==> src/rtl/modular_exponentiation_defines.svh <==
// ----------------------------------------------------------------------------
// Modular exponentiation assertion macros
// Shared concurrent assertion forms, clocked on clk_i and off during reset.
// ----------------------------------------------------------------------------
`ifndef MODULAR_EXPONENTIATION_DEFINES_SVH
`define MODULAR_EXPONENTIATION_DEFINES_SVH

`define MEXP_ASSERT(label, prop, msg) \
  label: assert property (@(posedge clk_i) disable iff (!rst_ni) prop) \
    else $error(msg);

`define MEXP_ASSERT_IMP(label, ante, cons, msg) \
  `MEXP_ASSERT(label, (ante) |-> (cons), msg)

`define MEXP_ASSERT_NEXT(label, ante, cons, msg) \
  `MEXP_ASSERT(label, (ante) |=> (cons), msg)

`endif

==> src/rtl/mexp_pkg.sv <==
// ----------------------------------------------------------------------------
// Modular exponentiation package
// Field widths, register indexes, reset values and controller/datapath types.
// ----------------------------------------------------------------------------
package mexp_pkg;

  localparam int unsigned FIELD_WIDTH     = 32;
  localparam int unsigned CFG_INDEX_WIDTH = 8;

  localparam logic [CFG_INDEX_WIDTH-1:0] REG_MODULUS  = 8'd0;
  localparam logic [CFG_INDEX_WIDTH-1:0] REG_EXPONENT = 8'd1;

  localparam logic [FIELD_WIDTH-1:0] MODULUS_RESET  = 32'd2;
  localparam logic [FIELD_WIDTH-1:0] EXPONENT_RESET = 32'd0;

  typedef enum logic [1:0] {
    OP_REDUCE = 2'd0,
    OP_MUL    = 2'd1,
    OP_SQR    = 2'd2
  } op_e;

  typedef struct packed {
    logic load_item;
    logic start;
    op_e  op;
    logic acc_load;
    logic base_load;
    logic exp_shift;
    logic out_load;
  } cmd_t;

  typedef struct packed {
    logic n_small;
    logic exp_zero;
    logic exp_lsb;
    logic mul_done;
    logic out_free;
  } status_t;

endpackage

==> src/rtl/mexp_ctrl.sv <==
// ----------------------------------------------------------------------------
// Modular exponentiation controller
// Sequences reduction, multiply and square steps over the exponent bits.
// ----------------------------------------------------------------------------
module mexp_ctrl import mexp_pkg::*; (
  input  logic    clk_i,
  input  logic    rst_ni,
  input  logic    in_valid_i,
  output logic    in_ready_o,
  input  status_t status_i,
  output cmd_t    cmd_o
);

  typedef enum logic [8:0] {
    ST_IDLE      = 9'b000000001,
    ST_PREP      = 9'b000000010,
    ST_WAIT_RED  = 9'b000000100,
    ST_CHECK     = 9'b000001000,
    ST_START_MUL = 9'b000010000,
    ST_WAIT_MUL  = 9'b000100000,
    ST_START_SQR = 9'b001000000,
    ST_WAIT_SQR  = 9'b010000000,
    ST_OUT       = 9'b100000000
  } state_e;

  state_e state_q, state_d;

  assign in_ready_o = (state_q == ST_IDLE);

  always_comb begin
    state_d = state_q;
    cmd_o   = '0;
    cmd_o.op = OP_REDUCE;
    unique case (state_q)
      ST_IDLE: begin
        if (in_valid_i) begin
          cmd_o.load_item = 1'b1;
          state_d         = ST_PREP;
        end
      end
      ST_PREP: begin
        if (status_i.n_small) begin
          state_d = ST_OUT;
        end else begin
          cmd_o.start = 1'b1;
          state_d     = ST_WAIT_RED;
        end
      end
      ST_WAIT_RED: begin
        if (status_i.mul_done) begin
          cmd_o.base_load = 1'b1;
          state_d         = ST_CHECK;
        end
      end
      ST_CHECK: begin
        if (status_i.exp_zero) begin
          state_d = ST_OUT;
        end else if (status_i.exp_lsb) begin
          state_d = ST_START_MUL;
        end else begin
          state_d = ST_START_SQR;
        end
      end
      ST_START_MUL: begin
        cmd_o.start = 1'b1;
        cmd_o.op    = OP_MUL;
        state_d     = ST_WAIT_MUL;
      end
      ST_WAIT_MUL: begin
        cmd_o.op = OP_MUL;
        if (status_i.mul_done) begin
          cmd_o.acc_load = 1'b1;
          state_d        = ST_START_SQR;
        end
      end
      ST_START_SQR: begin
        cmd_o.start = 1'b1;
        cmd_o.op    = OP_SQR;
        state_d     = ST_WAIT_SQR;
      end
      ST_WAIT_SQR: begin
        cmd_o.op = OP_SQR;
        if (status_i.mul_done) begin
          cmd_o.base_load = 1'b1;
          cmd_o.exp_shift = 1'b1;
          state_d         = ST_CHECK;
        end
      end
      ST_OUT: begin
        if (status_i.out_free) begin
          cmd_o.out_load = 1'b1;
          state_d        = ST_IDLE;
        end
      end
      default: state_d = ST_IDLE;
    endcase
  end

  always_ff @(posedge clk_i or negedge rst_ni) begin
    if (!rst_ni) begin
      state_q <= ST_IDLE;
    end else begin
      state_q <= state_d;
    end
  end

endmodule

==> config.mk <==
export PLATFORM = sky130hd
export DESIGN_NAME = mexp_ctrl
export DESIGN_NICKNAME = d
export VERILOG_FILES = /design/src/rtl/modular_exponentiation_defines.svh /design/src/rtl/mexp_pkg.sv /design/src/rtl/mexp_ctrl.sv
export SDC_FILE = /design/constraint.sdc
export NUM_CORES = 1
export LEC_CHECK = 0
export BUFFER_PORTS_ARGS = -buffer_cell sky130_fd_sc_hd__clkbuf_2
export CORE_AREA = 2 2 39 41
export CTS_CLUSTER_SIZE = 40
export DETAILED_ROUTE_END_ITERATION = 6
export DIE_AREA = 0 0 41 43
export GPL_ROUTABILITY_DRIVEN = 1
export PLACE_DENSITY = 0.74
export SLEW_MARGIN = 20
export SYNTH_ARGS = -nofsm -noshare
export SYNTH_HDL_FRONTEND = slang
export SYNTH_SLANG_ARGS = --single-unit
export TNS_END_PERCENT = 30
==> constraint.sdc <==
create_clock -name clk_i -period 3.6 [get_ports clk_i]
set_input_delay 0.18 -clock clk_i [delete_from_list [all_inputs] [get_ports clk_i]]
set_output_delay 0.18 -clock clk_i [all_outputs]
set_load 0.1 [all_outputs]
# Word-level counts from Yosys, hierarchy flattened
# Index checks and enable logic that the tools add are counted.
[totals] reg_bits=9 elab_cells=39 input_bits=8 out_inout_bits=9
[op_classes] reduce_logical=5 n_mux=20 eq_ne=13
[op_table] op="9-bit case mux with 8 select lines" count=1
[op_table] op="9-bit 2-to-1 mux" count=6
[op_table] op="9-bit by 1-bit == test with 1-bit output, second input constant" count=1
[op_table] op="9-bit by 2-bit == test with 1-bit output, second input constant" count=1
[op_table] op="9-bit by 3-bit == test with 1-bit output, second input constant" count=1
[op_table] op="9-bit by 4-bit == test with 1-bit output, second input constant" count=1
[op_table] op="9-bit by 5-bit == test with 1-bit output, second input constant" count=1
[op_table] op="9-bit by 6-bit == test with 1-bit output, second input constant" count=1
[op_table] op="9-bit by 7-bit == test with 1-bit output, second input constant" count=1
[op_table] op="9-bit by 8-bit == test with 1-bit output, second input constant" count=1
[op_table] op="9-bit == test, second input constant" count=1
[op_table] op="1-bit 2-to-1 mux" count=8
[op_table] op="2-bit OR reduction" count=4
[op_table] op="7-bit 2-to-1 mux" count=1
[op_table] op="2-bit != test, second input constant" count=3
[op_table] op="1-bit case mux with 2 select lines" count=2
[op_table] op="2-bit case mux with 2 select lines" count=1
[op_table] op="4-bit AND reduction" count=1
[op_table] op="2-bit 2-to-1 mux" count=1
[op_table] op="2-bit by 1-bit != test with 1-bit output, second input constant" count=1

# Depth between registers and ports, before layout
[logic_depth] ltp_word=4 depth_mapped=6 mapped_depth_nobuf=5

# Worst setup path after synthesis
# No wires, ideal clock.
[synth_path] path_type="reg-to-output" from="register state_q[8]" to="output port cmd_o[1] in the netlist's numbering" required_time_ns=3.420 path_buffers=0 stages_incl_launch_ff=4 t_arrival_ns=2.969 setup_slack_ns=0.451 cell_sequence="dfrtp_1 -> nor3_2 -> nand3_1 -> nor3_1"
[synth_lines] item="start: declaration" line="mexp_ctrl.sv:26" source="state_e state_q, state_d;"
[synth_lines] item="start signal: assignment" line="mexp_ctrl.sv:103" source="state_q <= state_d;"
[synth_lines] item="end: declaration" line="mexp_ctrl.sv:11" source="output cmd_t cmd_o"

==> out/results.ini <==
[critical_path]
crit_path_max_incr_delay_ns=0.49
crit_arrival_ns=2.14
r2r_slack_ns=1.99
crit_buf_inv=1
startpoint=state_q[7]$_DFFE_PN0P_
required_ns=3.42
cp.depth=5
cp-end-kind=output port
rr_endpoint=state_q[2]$_DFFE_PN0P_
crit_chain=nor4_2 > nand2_1 > nor3_1 > nand2b_1 > clkbuf_2
start_kind=flip-flop
timing.rr.start=state_q[4]$_DFFE_PN0P_
slowest_stage=dfrtp_1
crit_fanout=9
crit_family=simple AND/OR/NAND/NOR gates
criticalPathCategory=flip-flop to output port
worstRegToRegCells=5

[detailed_routing]
ant_nets=0
via_per_inst=5.52
vias=580
wl_um=1330
wl_met1_um=602
highest_layer=met4
drc=0
drt_iter0_markers=9
wl_met2_um=667
met3_wirelength_um=46
dr.pass1.iters=4
wire_per_inst_um=12.6

[floorplan]
chipWidth_um=41
num_rows=14
ioPinCount=17
core-area_um2=1380
die_area_um2=1760
start_util_pct=45.8
die_h_um=43

[synthesis]
yosys.area.top_type=dfrtp_1
ys_ff_latch=9
yosys_warnings=0
synth-seq-area-share_pct=35.7
synth_top_area_share_pct=31.6
synthArstFlopShare_pct=100
syn_inst=70
synthesis.nets=78
synth_area_leaders=dfrtp_1 (32%), and2_1 (4.9%), dfstp_2 (4.1%), nor2_1 (4.1%), buf_6 (3.6%)
postSynthAreaPerCell_um2=9.06
synth_edf_count=0
netlist_area_um2=634
synth_cell_type_count=31
synthFlopType=dfrtp_1
synth_most_common_cell=dfrtp_1
synth_common_cells=dfrtp_1 (8), nor2_1 (7), and2_1 (5)

[power]
peakVddDrop_mv=0.533
total_power_uw=486
cellPowerDensity_nw_per_um2=650
leakage_nw=0.376

[sta]
finalCriticalPeriod_ns=2.32
final.period_utilization_pct=64.4
relSlewSlack_pct=63.9
maxSlewViolCount=0
hold_viol_final=0
setup_viol=0
max_freq_ghz=0.432
rsz0062_at_grt=no
fin_setup_tns_ns=0
fin_skew_ns=0.000710
worstMarginPinSlew_ns=0.544

[clock_network]
cts-htree-levels=1
cts.sinks=9
ctsHoldBuffers=1
cts_resized=0
cts_buffer_depth=2
clk_pin_slew_ns=0.06
cts-buffers-inserted=3
clockRootBuffer=clkbuf_4
postCtsSetupBuffers=0
insertion_delay_ns=0.25
cts_tree=built

[global_route]
gr-usage-all-layers_pct=19.1
gr-total-overflow=0
grt_max_degree=10
grt_pass1_wl_um=2300
grt_pass1_vias=542
antenna_found_initial=0

[hold_path]
hold_end=state_q[4]$_DFFE_PN0P_
hp-class=input pin to flip-flop
hold_start=status_i[3]
holdPathStages=2

[final_layout]
largest_reg_flops=9
final_nets=98
largestRegisters=state_q: 9 flops
diodes=0
drive_above_1_share_pct=28.1
final_area_um2=748
top_register=state_q
synthToLayoutAreaGrowth_pct=17.9

[placed_design]
io_buffer_count=16
dpl_cell_area_um2=712
place.gp.congestion=0.779
place.detailed.hpwl_um=1050

[job]
drv_cap=0

[outcome]
status=finished, final reports clean

[stage by stage]
| step | setup slack, ns | instances | hold WS [ns] | utilization, % |
|---|---|---|---|---|
| 2_1_floorplan | 0.451 | 70 | -0.116 | - |
| 5_1_grt | 1.14 | 105 | 0.118 | 54.1 |
| 3_3_place_gp | 1.61 | 100 | 0.0447 | 51.4 |
| 6_report | 1.28 | 105 | 0.117 | 54.1 |
| 3_5_place_dp | 1.57 | 100 | 0.0460 | 51.4 |
| 4_1_cts | 1.29 | 105 | 0.110 | 54.1 |
[routing by layer]
layer,up-vias,track usage (%)
li1,293,-
met5,-,0
met3,2,1.57
met2,11,26.3
met4,0,10.0
met1,274,29.0
[final cells by class]
type                            count  area, um2
Timing Repair Buffer               17       90.1
Clock buffer                        4       26.3
Sequential cell                     9        226
Inverter                            4       15.0
Fill cell                         123        636
Tap cell                           16       20.0
Multi-Input combinational cell     55        370
[cell families (layout without fill, tap and decap cells)]
group,count (synthesis),after routing,share of synthesized area (%)
and+or+nand+nor,42,42,42.2
DFF,9,9,35.7
xor gates and xnor gates,3,3,4.14
buffers and inverters,6,25,5.92
AOI/OAI and AO/OA,10,10,12.0
[placed cells by master, fill, tap and decap left out, types with 2 or more instances in the layout]
cell type,instances
clkbuf_2,16
dfrtp_1,8
nor2_1,7
and2_1,5
inv_1,4
nand3_1,4
nand2_1,4
nor3_1,3
nor3b_1,3
clkbuf_4,3
nand4b_1,2
or2b_1,2
a21oi_1,2
xnor2_1,2
nand2b_1,2
and4_1,2
a21o_1,2
o22ai_1,2
[worst max path at each step]
stage | end | slack, ns
2_1_floorplan | cmd_o[1] | 0.45
3_3_place_gp | cmd_o[6] | 1.61
3_5_place_dp | cmd_o[6] | 1.57
4_1_cts | cmd_o[6] | 1.29
5_1_grt | cmd_o[6] | 1.14
6_report | cmd_o[6] | 1.28
[power breakdown]
part	switching [mW]	internal [mW]	leakage (nW)
Clock	0.0320	0.0425	0.0150
Combinational	0.198	0.0675	0.240
Sequential	0.0249	0.121	0.121
No activity file was read; power rests on OpenSTA's default activity.
