--- src/rtl/modular_exponentiation_defines.svh ---
// ----------------------------------------------------------------------------
// Modular exponentiation assertion macros
// Shared concurrent assertion forms, clocked on clk_i and off during reset.
// ----------------------------------------------------------------------------
`ifndef MODULAR_EXPONENTIATION_DEFINES_SVH
`define MODULAR_EXPONENTIATION_DEFINES_SVH

`define MEXP_ASSERT(label, prop, msg) \
  label: assert property (@(posedge clk_i) disable iff (!rst_ni) prop) \
    else $error(msg);

`define MEXP_ASSERT_IMP(label, ante, cons, msg) \
  `MEXP_ASSERT(label, (ante) |-> (cons), msg)

`define MEXP_ASSERT_NEXT(label, ante, cons, msg) \
  `MEXP_ASSERT(label, (ante) |=> (cons), msg)

`endif

--- src/rtl/mexp_pkg.sv ---
// ----------------------------------------------------------------------------
// Modular exponentiation package
// Field widths, register indexes, reset values and controller/datapath types.
// ----------------------------------------------------------------------------
package mexp_pkg;

  localparam int unsigned FIELD_WIDTH     = 32;
  localparam int unsigned CFG_INDEX_WIDTH = 8;

  localparam logic [CFG_INDEX_WIDTH-1:0] REG_MODULUS  = 8'd0;
  localparam logic [CFG_INDEX_WIDTH-1:0] REG_EXPONENT = 8'd1;

  localparam logic [FIELD_WIDTH-1:0] MODULUS_RESET  = 32'd2;
  localparam logic [FIELD_WIDTH-1:0] EXPONENT_RESET = 32'd0;

  typedef enum logic [1:0] {
    OP_REDUCE = 2'd0,
    OP_MUL    = 2'd1,
    OP_SQR    = 2'd2
  } op_e;

  typedef struct packed {
    logic load_item;
    logic start;
    op_e  op;
    logic acc_load;
    logic base_load;
    logic exp_shift;
    logic out_load;
  } cmd_t;

  typedef struct packed {
    logic n_small;
    logic exp_zero;
    logic exp_lsb;
    logic mul_done;
    logic out_free;
  } status_t;

endpackage

--- src/rtl/mexp_mulmod.sv ---
// ----------------------------------------------------------------------------
// Serial modular multiplier
// Interleaved shift-add a*b mod n, one multiplier bit per cycle, MSB first.
// ----------------------------------------------------------------------------
module mexp_mulmod #(
  parameter int unsigned OPERAND_WIDTH = 32
) (
  input  logic                     clk_i,
  input  logic                     rst_ni,
  input  logic                     start_i,
  input  logic [OPERAND_WIDTH-1:0] a_i,
  input  logic [OPERAND_WIDTH-1:0] b_i,
  input  logic [OPERAND_WIDTH-1:0] n_i,
  output logic                     done_o,
  output logic [OPERAND_WIDTH-1:0] result_o
);

  localparam int unsigned CntWidth = $clog2(OPERAND_WIDTH);
  localparam int unsigned AccWidth = OPERAND_WIDTH + 2;

  logic [OPERAND_WIDTH-1:0] a_q, b_q, r_q;
  logic [CntWidth-1:0]      cnt_q;
  logic                     run_q, done_q;

  logic [AccWidth-1:0] sum, n_one, n_two, red;

  always_comb begin
    n_one = {2'b00, n_i};
    n_two = {1'b0, n_i, 1'b0};
    sum   = {1'b0, r_q, 1'b0} + (a_q[OPERAND_WIDTH-1] ? {2'b00, b_q} : '0);
    if (sum >= n_two) begin
      red = sum - n_two;
    end else if (sum >= n_one) begin
      red = sum - n_one;
    end else begin
      red = sum;
    end
  end

  always_ff @(posedge clk_i) begin
    if (start_i) begin
      a_q <= a_i;
      b_q <= b_i;
      r_q <= '0;
    end else if (run_q) begin
      a_q <= {a_q[OPERAND_WIDTH-2:0], 1'b0};
      r_q <= red[OPERAND_WIDTH-1:0];
    end
  end

  always_ff @(posedge clk_i or negedge rst_ni) begin
    if (!rst_ni) begin
      run_q  <= 1'b0;
      done_q <= 1'b0;
      cnt_q  <= '0;
    end else begin
      done_q <= 1'b0;
      if (start_i) begin
        run_q <= 1'b1;
        cnt_q <= CntWidth'(OPERAND_WIDTH - 1);
      end else if (run_q) begin
        if (cnt_q == '0) begin
          run_q  <= 1'b0;
          done_q <= 1'b1;
        end else begin
          cnt_q <= cnt_q - 1'b1;
        end
      end
    end
  end

  assign done_o   = done_q;
  assign result_o = r_q;

endmodule

--- src/rtl/mexp_datapath.sv ---
// ----------------------------------------------------------------------------
// Modular exponentiation datapath
// Config registers, operand registers, shared multiplier and result register.
// ----------------------------------------------------------------------------
module mexp_datapath import mexp_pkg::*; #(
  parameter int unsigned OPERAND_WIDTH = 32
) (
  input  logic                       clk_i,
  input  logic                       rst_ni,
  input  cmd_t                       cmd_i,
  output status_t                    status_o,
  input  logic                       cfg_valid_i,
  input  logic [CFG_INDEX_WIDTH-1:0] cfg_index_i,
  input  logic [FIELD_WIDTH-1:0]     cfg_data_i,
  input  logic [FIELD_WIDTH-1:0]     base_value_i,
  input  logic                       out_ready_i,
  output logic                       out_valid_o,
  output logic [FIELD_WIDTH-1:0]     power_result_o
);

  logic [OPERAND_WIDTH-1:0] modulus_q, exponent_q;
  logic [OPERAND_WIDTH-1:0] n_q, e_q, base_q, acc_q, out_data_q;
  logic                     out_valid_q;

  logic [OPERAND_WIDTH-1:0] mm_a, mm_b, mm_result;
  logic                     mm_done;
  logic                     n_small;

  assign n_small = (n_q[OPERAND_WIDTH-1:1] == '0);

  always_ff @(posedge clk_i or negedge rst_ni) begin
    if (!rst_ni) begin
      modulus_q  <= MODULUS_RESET[OPERAND_WIDTH-1:0];
      exponent_q <= EXPONENT_RESET[OPERAND_WIDTH-1:0];
    end else if (cfg_valid_i) begin
      unique case (cfg_index_i)
        REG_MODULUS:  modulus_q  <= cfg_data_i[OPERAND_WIDTH-1:0];
        REG_EXPONENT: exponent_q <= cfg_data_i[OPERAND_WIDTH-1:0];
        default: ;
      endcase
    end
  end

  always_comb begin
    case (cmd_i.op)
      OP_REDUCE: begin
        mm_a = base_q;
        mm_b = OPERAND_WIDTH'(1);
      end
      OP_MUL: begin
        mm_a = acc_q;
        mm_b = base_q;
      end
      default: begin
        mm_a = base_q;
        mm_b = base_q;
      end
    endcase
  end

  mexp_mulmod #(
    .OPERAND_WIDTH(OPERAND_WIDTH)
  ) u_mulmod (
    .clk_i   (clk_i),
    .rst_ni  (rst_ni),
    .start_i (cmd_i.start),
    .a_i     (mm_a),
    .b_i     (mm_b),
    .n_i     (n_q),
    .done_o  (mm_done),
    .result_o(mm_result)
  );

  always_ff @(posedge clk_i) begin
    if (cmd_i.load_item) begin
      n_q    <= modulus_q;
      e_q    <= exponent_q;
      base_q <= base_value_i[OPERAND_WIDTH-1:0];
      acc_q  <= OPERAND_WIDTH'(1);
    end else begin
      if (cmd_i.base_load) begin
        base_q <= mm_result;
      end
      if (cmd_i.acc_load) begin
        acc_q <= mm_result;
      end
      if (cmd_i.exp_shift) begin
        e_q <= e_q >> 1;
      end
    end
    if (cmd_i.out_load) begin
      out_data_q <= n_small ? '0 : acc_q;
    end
  end

  always_ff @(posedge clk_i or negedge rst_ni) begin
    if (!rst_ni) begin
      out_valid_q <= 1'b0;
    end else if (cmd_i.out_load) begin
      out_valid_q <= 1'b1;
    end else if (out_ready_i) begin
      out_valid_q <= 1'b0;
    end
  end

  assign status_o.n_small  = n_small;
  assign status_o.exp_zero = (e_q == '0);
  assign status_o.exp_lsb  = e_q[0];
  assign status_o.mul_done = mm_done;
  assign status_o.out_free = !out_valid_q || out_ready_i;

  assign out_valid_o    = out_valid_q;
  assign power_result_o = FIELD_WIDTH'(out_data_q);

endmodule

--- config.mk ---
export PLATFORM = sky130hd
export DESIGN_NAME = mexp_datapath
export DESIGN_NICKNAME = d
export VERILOG_FILES = /design/src/rtl/modular_exponentiation_defines.svh /design/src/rtl/mexp_pkg.sv /design/src/rtl/mexp_mulmod.sv /design/src/rtl/mexp_datapath.sv
export SDC_FILE = /design/constraint.sdc
export NUM_CORES = 1
export LEC_CHECK = 0
export BUFFER_PORTS_ARGS = -buffer_cell sky130_fd_sc_hd__buf_2
export CORE_MARGIN = 2
export CORE_UTILIZATION = 40
export DETAILED_ROUTE_END_ITERATION = 6
export GPL_ROUTABILITY_DRIVEN = 0
export PLACE_DENSITY_LB_ADDON = 0.12
export REMOVE_ABC_BUFFERS = 1
export SYNTH_ARGS = -nofsm -noshare
export SYNTH_HDL_FRONTEND = slang
export SYNTH_SLANG_ARGS = --single-unit
--- constraint.sdc ---
create_clock -name clk_i -period 15.5 [get_ports clk_i]
set_input_delay 2.325 -clock clk_i [delete_from_list [all_inputs] [get_ports clk_i]]
set_output_delay 2.325 -clock clk_i [all_outputs]
set_load 0.03 [all_outputs]
## After elaboration in Yosys (flattened, before gate mapping)

Cells that the tools add are included.

- $lt $le $gt $ge: 2
- Bitwise logic cells: 0
- $mul: 0
- Muxes and demuxes: 21
- Reduce and logical (&&, ||, !) cells: 14
- Add/sub/neg operators: 4
- Div/mod/pow operators: 0
- Eq/ne operators: 3
- Shift operators: 0

Operators by type and width:

| kind | number |
|---|---|
| $mux 32 | 10 |
| $sub 32x32->32 | 2 |
| $add 33x32->34 | 1 |
| $ge 34x32->1 | 1 |
| $ge 34x33->1 | 1 |
| $logic_not 32->1 | 1 |
| $logic_not 31->1 | 1 |
| $mux 5 | 3 |
| $eq 8x1->1 const B | 1 |
| $logic_not 8->1 | 1 |
| $mux 1 | 8 |
| $reduce_bool 2->1 | 4 |
| $reduce_and 2->1 | 3 |
| $logic_not 5->1 | 1 |
| $sub 5x1->5 const B | 1 |
| $eq 2x1->1 const B | 1 |
| $logic_not 2->1 | 1 |
| $ne 2x2->1 const B | 1 |
| $logic_not 1->1 | 1 |
| $logic_or 1x1->1 | 1 |

- Bits in registers: 328
- Input bits: 84
- Word-level logic and storage cells: 58
- Bits in latches: 0
- ROM bits: 0
- Memories: 0
- RAM bits: 0
- Output and inout bits: 38

## Depth between registers and ports, before layout

Gate-level depths: netlist of run 1.

- Word-level depth: 5
- Depth in mapped cells: 26
- Depth with buffers taken out: 23

## Modules after synthesis

A second synthesis of run 1 with hierarchy kept.

- Cells, all modules: 1672
- Area, all modules: 18810.5 um^2

By module, submodules not included:

| module | instances | area an instance (um^2) | cells each |
|---|---|---|---|
| mexp_mulmod | 1 | 9510.4 | 1088 |
| mexp_datapath | 1 | 9300.2 | 584 |

## Least setup slack after synthesis of run 1

Ideal clock, no wire load.

- Kind: register -> register
- From: reg u_mulmod.a_q[31]
- To: reg u_mulmod.r_q[0], in the netlist u_mulmod.result_o[0]
- Data required time: 15.414 ns
- Slack: 10.159 ns
- Stages on the path, launching flop included: 25
- Arrival time: 5.255 ns
- Path through: edfxtp_1 -> clkbuf_1 -> and2_1 -> ha_1 -> inv_1 -> fa_1 -> nand2b_1 -> a21oi_1 -> o21ai_0 -> o21a_1 -> o21ai_0 -> a21o_1 -> a21oi_1 -> xnor2_1 -> ha_1 -> and3_1 -> and3_1 -> and2_1 -> a31oi_1 -> nand4_1 -> a311oi_1 -> o211ai_1 -> nor2_1 -> mux2_2 -> a211oi_1

- Word-level cells in the longest chain between the ends: 5

RTL lines:

| item | RTL line | RTL |
|---|---|---|
| from (decl) | mexp_mulmod.sv:21 | `logic [OPERAND_WIDTH-1:0] a_q, b_q, r_q;` |
| from (signal assigned) | mexp_mulmod.sv:42 | `a_q <= a_i;` |
| from (signal assigned) | mexp_mulmod.sv:46 | `a_q <= {a_q[OPERAND_WIDTH-2:0], 1'b0};` |
| $mux 32 * | mexp_mulmod.sv:30 | `sum = {1'b0, r_q, 1'b0} + (a_q[OPERAND_WIDTH-1] ? {2'b00, b_q} : '0);` |
| $add 33x32->34 * | mexp_mulmod.sv:30 |  |
| $sub 32x32->32 or $ge 34x32->1 (tied branches) | mexp_mulmod.sv:34, mexp_mulmod.sv:33 |  |
| $mux 32 | mexp_mulmod.sv:33 | `end else if (sum >= n_one) begin` |
| $mux 32 * | mexp_mulmod.sv:31 | `if (sum >= n_two) begin` |
| to (signal assigned) | mexp_mulmod.sv:47 | `r_q <= red[OPERAND_WIDTH-1:0];` |
| to (decl) | mexp_mulmod.sv:21 |  |

Mark *: on every way between the ends. The rest lies on a longest branch, timed or not.
A chain may end at the register's enable or synchronous reset.

## Worst setup path in the final report of run 1

- From: reg u_mulmod.a_q[31]
- To: reg u_mulmod.r_q[18], in the netlist u_mulmod.result_o[18]

Same word-level chain as after synthesis.

==> summary.md, run 1 <==
| Metric | Value |
|---|---|
| Status | finished, final reports clean |
| WP depth | 22 |
| Avg Cell Area, Syn | 10.9 um^2 |
| Hold crit path type | reg -> reg |
| Clock transition at path regs | 0.06 ns |
| DRT Wirelength | ~45,000 um |
| Largest cells by area after synthesis | edfxtp_1 (31%), dfrtp_1 (9.7%), mux2_2 (7.8%), dfxtp_1 (7.0%), ha_1 (6.6%) |
| Die height | 218 um |
| Clock share of power | 0.229 |
| Die area | around 0.048 mm^2 |
| Final setup violation count | 0 |
| Layout cells sized above 1 | 0.190 |
| Inserted Clock Buffers | 38 |
| Critical R2R Capture | u_mulmod.result_o[18]$_SDFFE_PP0P_ |
| Cell at the slowest stage of the critical path | edfxtp_1 |
| RR Startpoint | u_mulmod.a_q[31]$_DFFE_PP_ |
| Slew Limit Fails | 0 |
| Worst vdd ir | roughly 0.00013 V |
| CTS sink count | roughly 330 |
| Fin crit share | 0.449 |
| Critical path data arrival time | ~7.4 ns |
| Skew-Pair Late Insertion Delay | roughly 0.56 ns |
| CP Cell Sequence | and2_1, ha_1, inv_1, fa_1, nand2b_1, a21oi_1, o21ai_0, o21a_1, o21ai_0, a21o_1, a21oi_1, xnor2_1, ha_1, and3_1, and3_1, and2_1, a31oi_1, nand4_1, a311oi_1, o211a_1, nand2_1, o32ai_1 |
| Final WS setup | 8.54 ns |
| Synth warnings | 0 |
| Ys flop type | edfxtp_1 |
| EDFF count, synth | 192 |
| Row count | slightly below 80 |
| Power share of the combinational group | 0.484 |
| Peak Freq | between 100 and 150 MHz |
| Antenna cells | 0 |
| Most frequent cells in the layout | edfxtp_1 (192), nor2_1 (136), mux2_2 (127), a21oi_1 (119), buf_2 (118) |
| Tmin final | a little under 7 ns |
| Int Power | ~2.4 mW |
| DR pass1 iterations | 6 |
| Sequential share of the synthesized area | 0.482 |
| Synth area leader | edfxtp_1 |
| Number of max-cap violations | 0 |
| Sw Share | 0.400 |
| Core ar. | about 0.045 mm^2 |
| Cells after Synth | approximately 1,700 |
| Final Hold Viols | 0 |
| Clock Tree Root | clkbuf_16 |
| CP Class | reg -> reg |
| Clock Tree Buf Depth | 3 |
| Worst slew pin tran | 1.13 ns |
| # IOs | around 120 |
| Synth-to-layout area growth | 13.4% |
| Largest net degree at the start of global routing | 80 |
| Initial DRC count | slightly below 1,000 |
| Commonest non-fill, non-tap cell in the layout | edfxtp_1 |
| Pwr Density | between 150 and 200 mW/mm^2 |
| Reg power frac | 0.287 |
| Total number of vias | ~13,000 |
| FF-to-FF path depth | 22 |
| Crit path buf inv count | 1 |
| I/O Buffers | 121 |
| Crit-path max FO | 32 |
| Nets | between 1,500 and 2,000 |
| Hold_ws | between 0.4 and 0.5 ns |
| Wirelength per Cell | about 19 um |
| Top cell type's share of synthesized area | 0.314 |
| RSZ-0062 raised after global routing | false |
| Post-route ant nets | 0 |
| Initial Util | 0.405 |
| Pre-CTS WS | about 8.6 ns |
| CTS Hold Bufs | 0 |
| Total Routing Usage GR | 0.193 |
| #FFs+latches synth | 328 |
| Hpwl dp | 33,500 um |
| Cell area after synthesis | between 0.015 and 0.02 mm^2 |
| Top delay family on crit path | compound AO/OA/AOI/OAI gates |
| Clock Skew | roughly 0.034 ns |
| Reg-to-reg slack, setup | approximately 8.5 ns |
| Slew headroom | 0.248 |
| CTS tree | done |
| CP startpoint | u_mulmod.a_q[31]$_DFFE_PP_ |
| Total grt overflow | 0 |
| First-pass GRT wire length | roughly 73,000 um |
| Net Switching | between 1.5 and 2 mW |
| Crit-path max cell delay | approximately 0.86 ns |
| P_leak | roughly 9.0 nW |
| Vias in the first global route | 12,900 |
| Critical Path Start Type | flip-flop |
| Htree depth | 2 |
| Vias per cell | roughly 5.4 |
| Setup bufs post-CTS | 0 |
| Setup TNS | 0 ns |
| Die W | approximately 220 um |
| Worst Path Required | around 16 ns |
| Worst hold stages | 0 |
| Asr flop ratio synth | 0.220 |
| Critical Path End Type | flip-flop |
| Remaining DRCs | 0 |
| Post_cts resized | 0 |
| Critical Path End | u_mulmod.result_o[18]$_SDFFE_PP0P_ |
| Initial antenna violation count | 0 |
| Count of cell types in the netlist | 75 |
## cells by family (layout without fill, tap and decap cells)
| logic type | Yosys count | after routing | synth area share |
|---|---|---|---|
| adders and majority gates | 100 | 100 | 0.0694 |
| buffers and inverters | 135 | 264 | 0.0299 |
| muxes | 204 | 204 | 0.120 |
| xor gates and xnor gates | 78 | 78 | 0.0372 |
| DFF | 328 | 328 | 0.482 |
| and+or+nand+nor | 470 | 470 | 0.129 |
| AOI/OAI and AO/OA | 367 | 367 | 0.132 |
## final cells by class
cell class                      count  area, um^2
Clock buffer                       50        1050
Clock inverter                     19         249
Fill cell                        4285       24500
Inverter                           61         229
Multi-Input combinational cell   1219        8970
Sequential cell                   328        8850
Tap cell                          600         751
Timing Repair Buffer              134         711
## routing by layer
layer,up-vias,part of all wire,GRT usage
met1,6313,0.51,0.284
met4,0,0.020,0.0535
li1,6434,-,-
met2,285,0.43,0.295
met3,51,0.041,0.0292
met5,-,0,0
## worst min-delay path by stage
stage                              start           endpoint  slack (ns)
3_3_place_gp    modulus_q[5]$_DFFE_PN0P_   n_q[5]$_DFFE_PP_        0.43
6_report        modulus_q[2]$_DFFE_PN0P_   n_q[2]$_DFFE_PP_        0.44
4_1_cts         modulus_q[3]$_DFFE_PN0P_   n_q[3]$_DFFE_PP_        0.44
5_1_grt        modulus_q[29]$_DFFE_PN0P_  n_q[29]$_DFFE_PP_        0.45
2_1_floorplan   modulus_q[0]$_DFFE_PN0P_   n_q[0]$_DFFE_PP_        0.42
3_5_place_dp   modulus_q[29]$_DFFE_PN0P_  n_q[29]$_DFFE_PP_        0.43
## through the flow
stage / std cells / total power [mW] / cell area, um^2 / util
2_1_floorplan: 1608 / 2.60 / 18000 / -
3_3_place_gp: 2342 / 3.08 / 19500 / 0.431
3_5_place_dp: 2342 / 3.10 / 19500 / 0.431
4_1_cts: 2411 / 4.04 / 20800 / 0.460
5_1_grt: 2411 / 4.33 / 20800 / 0.460
6_report: 2411 / 4.05 / 20800 / 0.460
## Yosys cell counts (60+ instances only)
cell type / number
edfxtp_1: 192
mux2_2: 127
mux2i_1: 77
ha_1: 97
dfxtp_1: 64
nor2b_1: 74
a21oi_1: 119
o21ai_0: 65
nand2_1: 80
nor2_1: 139
inv_1: 60
dfrtp_1: 71
## registers in the layout, indices dropped and copies added (netlist names)
signal and cells:
n_q 32, modulus_q 32, e_q 32, u_mulmod.b_q 32
u_mulmod.a_q 32, exponent_q 32, base_q 32, u_mulmod.done_o 1
u_mulmod.cnt_q 5, u_mulmod.result_o 32, u_mulmod.run_q 1, power_result_o 32
out_valid_o 1, acc_q 32
## power groups by stage
stage / logic, mW / registers, mW / clock network (mW)
floorplan: 1.45 / 1.15 / 0
global placement: 1.90 / 1.18 / 0
detailed placement: 1.91 / 1.18 / 0
CTS: 1.92 / 1.17 / 0.953
global route: 2.16 / 1.18 / 0.986
finish: 1.96 / 1.16 / 0.927
Note: power is estimated with default switching activity, not from simulation.
==> run 2: changes to the inputs <==
- ABC_AREA: default -> 1
- clock period: 15.5 -> 6.3 ns (I/O delays scaled with it)
==> run 2 against run 1 <==
  * Synthesized area increased by 11%
  * Clock skew decreased by 0.0083 ns
  * Critical path type unchanged
  * Count of clock-buffer cells in the layout is 4 lower
  * Sequential cell count stayed put
  * First-iteration DRC count grew 30%
  * Core utilization is 0.86 points lower
  * Register-to-register slack got worse by 7.5 ns
  * Global-route usage increased by 3.0 points
  * Final area is 8.7% higher
==> summary.md, run 2 <==
| Metric | Value |
|---|---|
| Htree depth | 2 (unchanged) |
| Top cell type's share of synthesized area | 0.283 (-0.0307) |
| I/O Buffers | 121 (unchanged) |
| Critical Path Start Type | flip-flop |
| CP Class | reg -> reg |
| Vias per cell | 5.06 (-6.8%) |
| Final Hold Viols | 0 (unchanged) |
| Slew Limit Fails | 0 (unchanged) |
| Most common cell in the netlist | nand2_1 |
| DRT Wirelength | 58,600 um (+29%) |
| Die W | 229 um (+5.2%) |
| Slew headroom | 0.216 (-0.0318) |
| Nets | 2,953 (+50%) |
| Crit-path max FO | 34 (+6.3%) |
| Worst Path Required | 6.76 ns (-9.20 ns) |
| Non-Filler Instances | 3,469 (+44%) |
| CP startpoint | u_mulmod.a_q[31]$_DFFE_PP_ |
| Critical R2R Capture | u_mulmod.result_o[0]$_SDFFE_PP0P_ |
| Post-route ant nets | 0 (unchanged) |
| Post-DP Area | 0.0214 mm^2 (+9.8%) |
| # IOs | 122 (unchanged) |
| Clock Tree Root | clkbuf_16 |
| FF-to-FF path depth | 27 (+23%) |
| Inserted Clock Buffers | 37 (-2.6%) |
| RSZ-0062 raised after global routing | false |
| RR Startpoint | u_mulmod.a_q[31]$_DFFE_PP_ |
| Clock Skew | 0.0258 ns (-0.00831 ns) |
| Clock transition at path regs | 0.06 ns (about the same) |
| Crit-path max cell delay | 0.74 ns (-0.12 ns) |
| Xor-xnor portion of the synthesized cell area | 0.0228 (-0.0144) |
| Remaining DRCs | 0 (unchanged) |
| Hpwl dp | 44,400 um (+33%) |
| P_leak | 11.2 nW (+24%) |
| Antenna cells | 0 (unchanged) |
| CTS tree | done |
| Reg-to-reg slack, setup | 1.05 ns (-7.49 ns) |
| Setup TNS | 0 ns (unchanged) |
| Cells after Synth | 2,676 (+59%) |
| Critical Path End | u_mulmod.result_o[0]$_SDFFE_PP0P_ |
| Top delay family on crit path | simple AND/OR/NAND/NOR gates |
| Post_cts resized | 0 (unchanged) |
| Fin crit share | 0.834 (+0.385) |
| Largest family of logic cells by synthesized area | simple AND/OR/NAND/NOR gates |
| Layout cells sized above 1 | 0.0965 (-0.0934) |
| Fin area | 0.0226 mm^2 (+8.7%) |
| #FFs+latches synth | 328 (unchanged) |
| Die height | 229 um (+5.2%) |
| Adder-Cell Fraction of Synth Area | 0.0626 (-0.00679) |
| Setup bufs post-CTS | 0 (unchanged) |
| Tmin final | 5.25 ns (-1.71 ns) |
| Number of max-cap violations | 0 (unchanged) |
| Synth Area in Compound Gates | 0.122 (-0.00939) |
| Count of cell types in the netlist | 54 (-28%) |
| CTS sink count | 328 (unchanged) |
| Synth-to-layout area growth | 11.2% |
| Status | finished, final reports clean |
| Peak Freq | 190 MHz (+32%) |
| Hold_ws | 0.442 ns (-0.000878 ns) |
| Largest cells by area after synthesis | edfxtp_1 (28%), nand2_1 (13%), dfrtp_1 (8.7%), inv_1 (7.8%), dfxtp_1 (6.3%) |
| Total grt overflow | 0 (unchanged) |
| Largest net degree at the start of global routing | 73 (-8.8%) |
| Sequential share of the synthesized area | 0.435 (-0.0472) |
| Critical Path End Type | flip-flop |
| Worst slew pin tran | 1.17 ns (+0.0465 ns) |
| EDFF count, synth | 192 (unchanged) |
| DR pass1 iterations | 6 (unchanged) |
| Avg Cell Area, Syn | 7.60 um^2 (-30%) |
| Cell area after synthesis | 0.0203 mm^2 (+11%) |
| Initial DRC count | 1,293 (+30%) |
| Worst vdd ir | 0.000214 V (+71%) |
| Core ar. | 0.0502 mm^2 (+11%) |
| Most frequent cells in the layout | nand2_1 (725), inv_1 (421), o21ai_0 (231), nor2_1 (219), edfxtp_1 (192) |
| Skew-Pair Late Insertion Delay | 0.57 ns (about the same) |
| WP depth | 27 (+23%) |
| CTS Hold Bufs | 0 (unchanged) |
| Total Power | 10.2 mW (+150%) |
| Pwr Density | 450 mW/mm^2 (+130%) |
| Commonest non-fill, non-tap cell in the layout | nand2_1 |
| Total number of vias | 17,600 (+34%) |
| Cell at the slowest stage of the critical path | a21oi_4 |
| Vias in the first global route | 17,400 (+35%) |
| Synth area leader | edfxtp_1 |
| Inst Count DP | 3,402 (+45%) |
| First-pass GRT wire length | 93,300 um (+28%) |
| Initial antenna violation count | 0 (unchanged) |
| Synth warnings | 0 (unchanged) |
| Worst path most repeated cell | nand2_1 |
| Post-Synth Simple-Gate Area | 0.252 (+0.123) |
| Row count | 82 (+5.1%) |
| Total Routing Usage GR | 0.223 (+0.0297) |
| Asr flop ratio synth | 0.220 (unchanged) |
| Die area | 0.0527 mm^2 (+11%) |
| Wirelength per Cell | 16.9 um (-10%) |
| Final setup violation count | 0 (unchanged) |
| Ys flop type | edfxtp_1 |
| Number of fill cells | 5,164 (+21%) |
| Hold crit path type | reg -> reg |
| Mux cell area share after synthesis | 0 (-0.120) |
| Commonest cells post-synth | nand2_1 (725), inv_1 (422), o21ai_0 (231) |
| Initial Util | 0.405 (about the same) |
| Clock Tree Buf Depth | 3 (unchanged) |
| Crit path buf inv count | 4 (+3) |
| Critical path data arrival time | 5.71 ns (-1.71 ns) |
[run 2: layout make-up]
class | instances | area, um^2 | share of cell area
Tap cell | 672 | 841 | 0.0372
Multi-Input combinational cell | 1833 | 9370 | 0.414
Inverter | 430 | 1610 | 0.0713
Sequential cell | 328 | 8850 | 0.391
Clock inverter | 21 | 215 | 0.00951
Timing Repair Buffer | 139 | 746 | 0.0330
Clock buffer | 46 | 990 | 0.0437
[run 2: worst register-to-register path, cell delays in order (launching register included)]
cell,delay (ns)
edfxtp_1,0.69
nand2_1,0.12
inv_1,0.08
ha_1,0.19
inv_1,0.08
fa_1,0.40
inv_1,0.07
nand3_1,0.06
nand2_1,0.13
nand2_1,0.08
nand2_2,0.12
nand2_1,0.06
nand2_1,0.14
xor2_1,0.25
inv_1,0.14
ha_1,0.36
a21oi_1,0.26
nand2_1,0.13
a21oi_2,0.13
nand2_1,0.15
nand2_1,0.10
nand2_1,0.08
nand2_1,0.08
nand2_2,0.07
a21oi_4,0.74
nand3_1,0.20
nand3_1,0.15
o21ai_1,0.07
[run 2: routing by layer]
metal,wire (um),track usage,part of all wire,vias up
li1,-,-,-,8822
met1,26900,0.300,0.46,8124
met2,26400,0.365,0.45,486
met3,3120,0.0325,0.053,119
met4,2160,0.0814,0.037,0
met5,0,0,0,-
[run 2: worst min-delay path by stage]
stage                     depth (start not counted)           endpoint                       from
after global routing                              0  n_q[27]$_DFFE_PP_  modulus_q[27]$_DFFE_PN0P_
after floorplan                                   0   n_q[0]$_DFFE_PP_   modulus_q[0]$_DFFE_PN0P_
final                                             0  n_q[25]$_DFFE_PP_  modulus_q[25]$_DFFE_PN0P_
after detailed placement                          0  n_q[25]$_DFFE_PP_  modulus_q[25]$_DFFE_PN0P_
after CTS                                         0  n_q[25]$_DFFE_PP_  modulus_q[25]$_DFFE_PN0P_
after global placement                            0  n_q[27]$_DFFE_PP_  modulus_q[27]$_DFFE_PN0P_
[run 2: report_power, final]
group	switching (mW)	total [mW]	internal [mW]
combinational	3.50	5.19	1.69
clock	0.901	2.19	1.28
sequential	0.210	2.81	2.60
[run 2: cells by family (layout without fill, tap and decap cells)]
family | Yosys count | in the layout
flip-flops | 328 | 328
buffers and inverters | 515 | 636
adder cells (fa/ha/maj) | 100 | 100
XOR/XNOR | 53 | 53
AO/OA/AOI/OAI | 465 | 465
AND/OR/NAND/NOR | 1215 | 1215
[run 2: stage by stage]
stage                      util  worst slack (ns)
after floorplan               -              1.49
after global placement    0.427              1.25
after detailed placement  0.427              1.13
after CTS                 0.451              1.09
after global routing      0.451             0.578
final                     0.451              1.05
